$ cat config.mk
export PLATFORM = sky130hd
export DESIGN_NAME = dhcpv6_option_tlv_parser
export DESIGN_NICKNAME = d
export VERILOG_FILES = /design/src/sv/dhcp6opt_pkg.sv /design/src/sv/dhcp6opt_step.sv /design/src/sv/dhcp6opt_queue.sv /design/src/sv/dhcpv6_option_tlv_parser.sv
export SDC_FILE = /design/constraint.sdc
export NUM_CORES = 1
export LEC_CHECK = 0
export BUFFER_PORTS_ARGS = -buffer_cell sky130_fd_sc_hd__buf_2
export CAP_MARGIN = 10
export CORE_ASPECT_RATIO = 1.25
export CORE_MARGIN = 2
export CORE_UTILIZATION = 60
export CTS_CLUSTER_DIAMETER = 150
export DETAILED_ROUTE_END_ITERATION = 8
export HOLD_SLACK_MARGIN = 0.08
export PLACE_DENSITY = 0.8
export RECOVER_POWER = 25
export SLEW_MARGIN = 20
export SYNTH_ARGS = -nofsm -noshare
export SYNTH_HDL_FRONTEND = slang
export SYNTH_SLANG_ARGS = --single-unit
$ cat constraint.sdc
create_clock -name clock -period 10.8 [get_ports clock]
set_input_delay 2.16 -clock clock [delete_from_list [all_inputs] [get_ports clock]]
set_output_delay 2.16 -clock clock [all_outputs]
set_load 0.02 [all_outputs]
$ cat src/sv/dhcp6opt_pkg.sv
package dhcp6opt_pkg;

   localparam logic [1:0] KIND_CLIENT_ID = 2'd0;
   localparam logic [1:0] KIND_SERVER_ID = 2'd1;
   localparam logic [1:0] KIND_IA_PD     = 2'd2;
   localparam logic [1:0] KIND_OTHER     = 2'd3;

   localparam logic [1:0] STATUS_OK        = 2'd0;
   localparam logic [1:0] STATUS_TOO_SHORT = 2'd1;
   localparam logic [1:0] STATUS_WRONG_TYPE = 2'd2;

   localparam logic [7:0] MSG_ADVERTISE = 8'd2;
   localparam logic [7:0] MSG_REPLY     = 8'd7;

   localparam logic [15:0] OPT_CLIENT_ID = 16'd1;
   localparam logic [15:0] OPT_SERVER_ID = 16'd2;
   localparam logic [15:0] OPT_IA_PD     = 16'd25;

   localparam logic [1:0] HDR_LAST_INDEX = 2'd3;

   typedef enum logic [3:0] {
      PHASE_HEADER  = 4'b0001,
      PHASE_OPTHDR  = 4'b0010,
      PHASE_PAYLOAD = 4'b0100,
      PHASE_SKIP    = 4'b1000
   } phase_type;

   typedef struct packed {
      logic [7:0] data_byte;
      logic       end_of_message;
   } req_type;

   typedef struct packed {
      logic        is_final;
      logic [1:0]  option_kind;
      logic [15:0] option_code;
      logic [15:0] option_length;
      logic [15:0] option_offset;
      logic [1:0]  parse_status;
      logic        truncated;
      logic [7:0]  message_type;
      logic [23:0] transaction_id;
      logic [15:0] prefix_option_count;
   } rsp_type;

   typedef struct packed {
      phase_type   phase;
      logic [1:0]  hdr_index;
      logic [15:0] code;
      logic [15:0] length;
      logic [15:0] remaining;
      logic [7:0]  msg_type;
      logic [23:0] xid;
      logic [15:0] prefix_count;
   } parse_state_type;

   typedef struct packed {
      logic first;
      logic second;
   } push_type;

endpackage

$ cat src/sv/dhcp6opt_step.sv
module dhcp6opt_step
   import dhcp6opt_pkg::*;
#(
   parameter int OFFSET_BITS = 16
) (
   input  parse_state_type        state_cur,
   input  logic [OFFSET_BITS-1:0] position_cur,
   input  logic [OFFSET_BITS-1:0] start_cur,
   input  req_type                beat,
   output parse_state_type        state_nxt,
   output logic [OFFSET_BITS-1:0] position_nxt,
   output logic [OFFSET_BITS-1:0] start_nxt,
   output push_type               push,
   output rsp_type                result_a,
   output rsp_type                result_b
);

   localparam logic [OFFSET_BITS-1:0] POS_LIMIT = {OFFSET_BITS{1'b1}};

   parse_state_type        upd;
   logic [OFFSET_BITS-1:0] start_upd;
   logic                   fin;
   logic                   rec;
   logic [1:0]             status;
   logic                   trunc;
   logic [1:0]             kind;
   logic [15:0]            rem_dec;
   rsp_type                record_item;
   rsp_type                final_item;

   always_comb begin
      upd       = state_cur;
      start_upd = start_cur;
      fin       = 1'b0;
      rec       = 1'b0;
      status    = STATUS_OK;
      trunc     = 1'b0;
      kind      = KIND_OTHER;
      rem_dec   = state_cur.remaining;
      case (state_cur.phase)
         PHASE_HEADER: begin
            if (state_cur.hdr_index == 2'd0) begin
               upd.msg_type = beat.data_byte;
            end else begin
               upd.xid = {state_cur.xid[15:0], beat.data_byte};
            end
            if (beat.end_of_message) begin
               fin    = 1'b1;
               status = STATUS_TOO_SHORT;
            end else if (state_cur.hdr_index == HDR_LAST_INDEX) begin
               upd.hdr_index = 2'd0;
               if (upd.msg_type == MSG_ADVERTISE || upd.msg_type == MSG_REPLY) begin
                  upd.phase = PHASE_OPTHDR;
               end else begin
                  upd.phase = PHASE_SKIP;
               end
            end else begin
               upd.hdr_index = state_cur.hdr_index + 2'd1;
            end
         end
         PHASE_OPTHDR: begin
            if (state_cur.hdr_index == 2'd0) begin
               start_upd = position_cur;
            end
            if (!state_cur.hdr_index[1]) begin
               upd.code = {state_cur.code[7:0], beat.data_byte};
            end else begin
               upd.length = {state_cur.length[7:0], beat.data_byte};
            end
            if (state_cur.hdr_index == HDR_LAST_INDEX) begin
               rec = 1'b1;
               if (state_cur.code == OPT_CLIENT_ID) begin
                  kind = KIND_CLIENT_ID;
               end else if (state_cur.code == OPT_SERVER_ID) begin
                  kind = KIND_SERVER_ID;
               end else if (state_cur.code == OPT_IA_PD) begin
                  kind = KIND_IA_PD;
                  if (state_cur.prefix_count != 16'hFFFF) begin
                     upd.prefix_count = state_cur.prefix_count + 16'd1;
                  end
               end
               upd.hdr_index = 2'd0;
               upd.remaining = upd.length;
               upd.phase     = (upd.length != 16'd0) ? PHASE_PAYLOAD : PHASE_OPTHDR;
               if (beat.end_of_message) begin
                  fin   = 1'b1;
                  trunc = (upd.length != 16'd0);
               end
            end else begin
               upd.hdr_index = state_cur.hdr_index + 2'd1;
               if (beat.end_of_message) begin
                  fin   = 1'b1;
                  trunc = 1'b1;
               end
            end
         end
         PHASE_PAYLOAD: begin
            if (state_cur.remaining != 16'd0) begin
               rem_dec = state_cur.remaining - 16'd1;
            end
            upd.remaining = rem_dec;
            if (rem_dec == 16'd0) begin
               upd.phase = PHASE_OPTHDR;
            end
            if (beat.end_of_message) begin
               fin   = 1'b1;
               trunc = (rem_dec != 16'd0);
            end
         end
         default: begin
            if (beat.end_of_message) begin
               fin    = 1'b1;
               status = STATUS_WRONG_TYPE;
            end
         end
      endcase
   end

   always_comb begin
      record_item                     = '0;
      record_item.option_kind         = kind;
      record_item.option_code         = state_cur.code;
      record_item.option_length       = upd.length;
      record_item.option_offset       = 16'(start_upd);
      record_item.message_type        = upd.msg_type;
      record_item.transaction_id      = upd.xid;
      record_item.prefix_option_count = upd.prefix_count;

      final_item                     = '0;
      final_item.is_final            = 1'b1;
      final_item.parse_status        = status;
      final_item.truncated           = trunc;
      final_item.message_type        = upd.msg_type;
      final_item.transaction_id      = upd.xid;
      final_item.prefix_option_count = upd.prefix_count;
   end

   always_comb begin
      push.first  = rec | fin;
      push.second = rec & fin;
      result_a    = rec ? record_item : final_item;
      result_b    = final_item;
      if (fin) begin
         state_nxt       = '0;
         state_nxt.phase = PHASE_HEADER;
         start_nxt       = '0;
         position_nxt    = '0;
      end else begin
         state_nxt    = upd;
         start_nxt    = start_upd;
         position_nxt = (position_cur != POS_LIMIT) ? position_cur + 1'b1 : position_cur;
      end
   end

endmodule

$ cat src/sv/dhcp6opt_queue.sv
module dhcp6opt_queue
   import dhcp6opt_pkg::*;
(
   input  logic     clock,
   input  logic     reset,
   input  push_type push,
   input  rsp_type  result_a,
   input  rsp_type  result_b,
   output logic     room,
   output logic     rsp_valid,
   input  logic     rsp_ready,
   output rsp_type  rsp_payload
);

   localparam int DEPTH = 4;

   rsp_type    slot_ff [DEPTH];
   logic [1:0] wr_ptr_ff, wr_ptr_in;
   logic [1:0] rd_ptr_ff, rd_ptr_in;
   logic [2:0] count_ff, count_in;
   logic [1:0] wr_next;
   logic       pop;
   logic [1:0] push_n;

   assign wr_next     = wr_ptr_ff + 2'd1;
   assign pop         = rsp_valid & rsp_ready;
   assign push_n      = {1'b0, push.first} + {1'b0, push.second};
   assign room        = (count_ff <= 3'd2);
   assign rsp_valid   = (count_ff != 3'd0);
   assign rsp_payload = slot_ff[rd_ptr_ff];
   assign wr_ptr_in   = wr_ptr_ff + push_n;
   assign rd_ptr_in   = rd_ptr_ff + {1'b0, pop};
   assign count_in    = count_ff + {1'b0, push_n} - {2'b0, pop};

   always_ff @(posedge clock) begin
      for (int i = 0; i < DEPTH; i++) begin
         if (push.first && wr_ptr_ff == 2'(i)) begin
            slot_ff[i] <= result_a;
         end else if (push.second && wr_next == 2'(i)) begin
            slot_ff[i] <= result_b;
         end
      end
   end

   always_ff @(posedge clock) begin
      if (reset) begin
         wr_ptr_ff <= '0;
         rd_ptr_ff <= '0;
         count_ff  <= '0;
      end else begin
         wr_ptr_ff <= wr_ptr_in;
         rd_ptr_ff <= rd_ptr_in;
         count_ff  <= count_in;
      end
   end

   a_count_bound: assert property (@(posedge clock) disable iff (reset)
      count_ff <= 3'd4) else $error("queue count out of range");

   a_no_overflow: assert property (@(posedge clock) disable iff (reset)
      push.first |-> room) else $error("push into queue without room");

   a_second_needs_first: assert property (@(posedge clock) disable iff (reset)
      push.second |-> push.first) else $error("second result without first");

   a_pointer_gap: assert property (@(posedge clock) disable iff (reset)
      count_ff != 3'd4 |-> (wr_ptr_ff - rd_ptr_ff) == count_ff[1:0])
      else $error("queue pointers disagree with count");

endmodule

$ cat src/sv/dhcpv6_option_tlv_parser.sv
// Channel  Direction  Handshake            Payload
// req      in         req_valid/req_ready  req_payload (req_type): one message byte
// rsp      out        rsp_valid/rsp_ready  rsp_payload (rsp_type): option record or status
//
// Each byte is parsed in the cycle it is accepted; one byte per cycle while req_ready is high.
// A byte yields up to two beats, which enter a four-entry output queue that drains one beat
// per cycle while rsp_ready is high; req_ready is low while fewer than two entries are free.
// Reset returns the parser to the message header and empties the queue.
module dhcpv6_option_tlv_parser
   import dhcp6opt_pkg::*;
#(
   parameter int OFFSET_BITS = 16
) (
   input  logic    clock,
   input  logic    reset,
   input  logic    req_valid,
   output logic    req_ready,
   input  req_type req_payload,
   output logic    rsp_valid,
   input  logic    rsp_ready,
   output rsp_type rsp_payload
);

   localparam parse_state_type STATE_RESET = '{
      phase:        PHASE_HEADER,
      hdr_index:    2'd0,
      code:         16'd0,
      length:       16'd0,
      remaining:    16'd0,
      msg_type:     8'd0,
      xid:          24'd0,
      prefix_count: 16'd0
   };

   parse_state_type        state_ff, state_in;
   logic [OFFSET_BITS-1:0] position_ff, position_in;
   logic [OFFSET_BITS-1:0] start_ff, start_in;
   push_type               step_push;
   push_type               push;
   rsp_type                result_a;
   rsp_type                result_b;
   logic                   room;
   logic                   accept;

   assign req_ready   = room;
   assign accept      = req_valid & room;
   assign push.first  = accept & step_push.first;
   assign push.second = accept & step_push.second;

   dhcp6opt_step #(
      .OFFSET_BITS(OFFSET_BITS)
   ) u_step (
      .state_cur   (state_ff),
      .position_cur(position_ff),
      .start_cur   (start_ff),
      .beat        (req_payload),
      .state_nxt   (state_in),
      .position_nxt(position_in),
      .start_nxt   (start_in),
      .push        (step_push),
      .result_a    (result_a),
      .result_b    (result_b)
   );

   dhcp6opt_queue u_queue (
      .clock      (clock),
      .reset      (reset),
      .push       (push),
      .result_a   (result_a),
      .result_b   (result_b),
      .room       (room),
      .rsp_valid  (rsp_valid),
      .rsp_ready  (rsp_ready),
      .rsp_payload(rsp_payload)
   );

   always_ff @(posedge clock) begin
      if (reset) begin
         state_ff    <= STATE_RESET;
         position_ff <= '0;
         start_ff    <= '0;
      end else if (accept) begin
         state_ff    <= state_in;
         position_ff <= position_in;
         start_ff    <= start_in;
      end
   end

   a_final_resets: assert property (@(posedge clock) disable iff (reset)
      accept && req_payload.end_of_message |=> state_ff.phase == PHASE_HEADER
      && position_ff == '0) else $error("parser not back at header after last byte");

   a_header_index: assert property (@(posedge clock) disable iff (reset)
      state_ff.phase == PHASE_PAYLOAD |-> state_ff.hdr_index == 2'd0 &&
      state_ff.remaining != 16'd0) else $error("payload phase with bad counters");

   a_skip_no_record: assert property (@(posedge clock) disable iff (reset)
      accept && state_ff.phase == PHASE_SKIP |-> !step_push.second &&
      step_push.first == req_payload.end_of_message)
      else $error("record produced while skipping");

endmodule

==> flow_metrics.env <==
export IMPL_outcome="finished, violations left"
export IMPL_failed_checks="capacitance limit, slew limit"
export IMPL_netlist_area_sq_um=23700
export IMPL_dieWidth_microns=182
export IMPL_io_buffer_count=116
export IMPL_total_power_w=0.00506
export IMPL_grt_setup_unrepaired="false"
export IMPL_final_fill_count=2655
export IMPL_critical_path_startpoint_type="input pin"
export IMPL_min_delay_path_class="reg -> reg"
export IMPL_fmaxAchievable_mhz=142
export IMPL_clock_skew_ns=0.0128
export IMPL_critPathKind="in -> reg"
export IMPL_seq_area_frac_synth_pct=61.4
export IMPL_clkTransAtPathRegs_ns=0.06
export IMPL_die_height_microns=226
export IMPL_cap_violations=7
export IMPL_areal_power_density_over_the_cells_nw_per_um2=193
export IMPL_synthesis_instances=1873
export IMPL_number_of_post_cts_setup_repair_buffers=0
export IMPL_finalMaxSlewViolations=278
export IMPL_firstDrtPassIters=6
export IMPL_grt_max_degree=83
export IMPL_top_flip_flop_cell_by_instance_count_after_synthesis="edfxtp_1"
export IMPL_setup_viol_count_final=0
export IMPL_drt_iter0_drc=1761
export IMPL_core_sq_um=39000
export IMPL_whs_ns=0.448
export IMPL_drc_violation_count_after_routing=0
export IMPL_average_instance_area_after_synthesis_sq_um=12.7
export IMPL_period_minus_slack_ns=7.05
export IMPL_timing_max_slew_rel_slack_pct=-170
export IMPL_areaGrowthSynthToFinish_pct=10.5
export IMPL_num_vias=15800
export IMPL_finalWirelength_microns=56200
export IMPL_place_hpwl_microns=34000
export IMPL_grt_usage_pct=27.3
export IMPL_antenna_violating_nets_post_route=0
export IMPL_count_of_boundary_i_o_pins=117
export IMPL_edff_count_synth=357
export IMPL_grt_pass1_wl_microns=86900
export IMPL_mostFrequentLayoutCell="edfxtp_1"
export IMPL_cts_buf_count=49
export IMPL_most_frequent_cells_in_the_layout="edfxtp_1, nor2_1, dfxtp_1, buf_2, a21oi_1"
export IMPL_start_util_pct=60.8
export IMPL_tritoncts="built"
export IMPL_synthesis_yosys_warnings=0
export IMPL_antenna_found_initial=1
export IMPL_synth_ff_latch_count=549
export IMPL_gp_congestion=0.900
export IMPL_cts_resized_gates=0
export IMPL_ff2ff_setup_slack_ns=4.33
export IMPL_critical_path_required_ns=11.27
export IMPL_clk_path_buf_depth=3
export IMPL_worst_slew_pin_transition_ns=4.06
export IMPL_rows=81
export IMPL_finalHoldViolations=0
export IMPL_final_layout_size_suffix_gt1_share_pct=18.1
export IMPL_syn_num_nets=1898
export IMPL_grt_pass1_vias=16000
export IMPL_critical_path_peak_fanout=81
export IMPL_power_leakage_nw=9.05
export IMPL_globalRoute_totalOverflow=0
export IMPL_finalCritPeriodShare_pct=65.3
export IMPL_worst_skew_pair_late_latency_ns=0.57
export IMPL_yosys_cell_types_count=76
export IMPL_routed_via_density=6.38
export IMPL_design_die_area_sq_um=41200
export IMPL_cts_hold_buf=0
export IMPL_crit_path_capture_type="flop"
export IMPL_clock_sink_count=549
export IMPL_ctsHtreeMaxLevel=2
export IMPL_synth_async_reset_ratio_pct=0
export IMPL_finish_net_count=1970
export IMPL_cts_root_buffer_cell="clkbuf_16"
export IMPL_vdd_drop_max_uv=110
export IMPL_final_tns_setup_ns=0
export IMPL_timing_critical_path_arrival_ns=7.52
export IMPL_route_detailed_wl_per_inst_microns=22.6
## cells in the mapped netlist (3+ instances only)
cell type / instances / share of area [%]
nand2_1: 65 / 1.0
o221a_2: 16 / 0.76
buf_2: 10 / 0.21
nand2b_1: 3 / 0.079
dfxtp_1: 192 / 16
clkbuf_1: 84 / 1.3
ha_1: 11 / 0.58
and2_1: 67 / 1.8
mux4_2: 102 / 9.7
buf_1: 24 / 0.38
xnor2_1: 21 / 0.78
nor2b_1: 9 / 0.24
nand3b_1: 3 / 0.095
and4_1: 4 / 0.15
a31oi_1: 12 / 0.32
a21oi_1: 106 / 2.2
and3_1: 9 / 0.24
a22oi_1: 54 / 1.7
inv_1: 51 / 0.81
xor2_1: 14 / 0.52
nor2_1: 327 / 5.2
or2_2: 3 / 0.079
nor3_1: 30 / 0.63
a211oi_1: 5 / 0.16
nor4b_1: 6 / 0.22
nor4_1: 19 / 0.50
nor4_2: 8 / 0.42
or3_1: 8 / 0.21
nand3_1: 28 / 0.59
mux2i_1: 71 / 3.0
mux2_2: 4 / 0.19
o21ai_0: 66 / 1.4
nor3b_1: 5 / 0.16
o211ai_1: 5 / 0.16
nand4_1: 18 / 0.47
edfxtp_1: 357 / 45
## through the flow
step	instance area (sq um)	setup slack, ns	util (%)	std cells
after detailed placement	24700	5.17	63.4	2392
after CTS	26300	5.60	67.4	2483
final	26200	3.75	67.2	2484
after global placement	24700	5.20	63.4	2392
after floorplan	23700	2.43	-	1873
after global routing	26200	3.53	67.2	2483
## cells by family after synthesis
group	Yosys count	share of synthesized area [%]
buffers and inverters	175	2.90
adder cells (fa/ha/maj)	12	0.665
multiplexers	177	12.9
flip-flops	549	61.4
AND/OR/NAND/NOR	630	13.0
AO/OA/AOI/OAI	295	7.93
XOR/XNOR	35	1.29
## final cells by class
class                      count  area, sq um  share of cell area, %
antenna                        1         2.50                0.00954
clock buffer                  61         1380                   5.24
clock inverter                30          183                  0.697
inverter                      53          200                  0.764
multi-input combinational   1149         8520                   32.5
sequential                   549        14600                   55.6
tap                          498          623                   2.38
timing repair buffer         143          747                   2.85
## per-layer routing
metal | global-route usage, % | wire length [microns] | up-vias
met5 | 0 | 0 | -
met1 | 33.4 | 20900 | 7851
met3 | 3.97 | 4200 | 133
met4 | 11.4 | 2040 | 0
met2 | 49.0 | 29000 | 749
li1 | - | - | 7109
## final timing paths
check | start | endpoint | depth (start not counted)
max | reset | state_ff[99]$_SDFFE_PP0P_ | 5
min | u_queue.slot_ff[2][101]$_SDFFE_PP1P_ | u_queue.slot_ff[2][101]$_SDFFE_PP1P_ | 2
max reg2reg | state_ff[97]$_SDFFE_PP0P_ | u_queue.slot_ff[0][20]$_DFFE_PP_ | 8
min reg2reg | u_queue.slot_ff[2][101]$_SDFFE_PP1P_ | u_queue.slot_ff[2][101]$_SDFFE_PP1P_ | 2
## where the power goes
group          switching, W  internal (W)  leakage (nW)
Sequential        0.0000698       0.00231          4.84
Combinational      0.000587      0.000405          3.45
Clock              0.000757      0.000929         0.761
Total               0.00141       0.00364          9.05
## state kept, by name (all words and copies together) (netlist names)
register           cells
u_queue.count_ff       3
position_ff           16
u_queue.slot_ff      408
state_ff             102
start_ff              16
u_queue.rd_ptr_ff      2
u_queue.wr_ptr_ff      2
## critical path, stage by stage
cell      delay [ns]
clkbuf_1        1.43
clkbuf_1        2.95
a21oi_1         0.37
and3_1          0.42
a21o_1          0.15
Note: power is estimated with default switching activity, not from simulation.
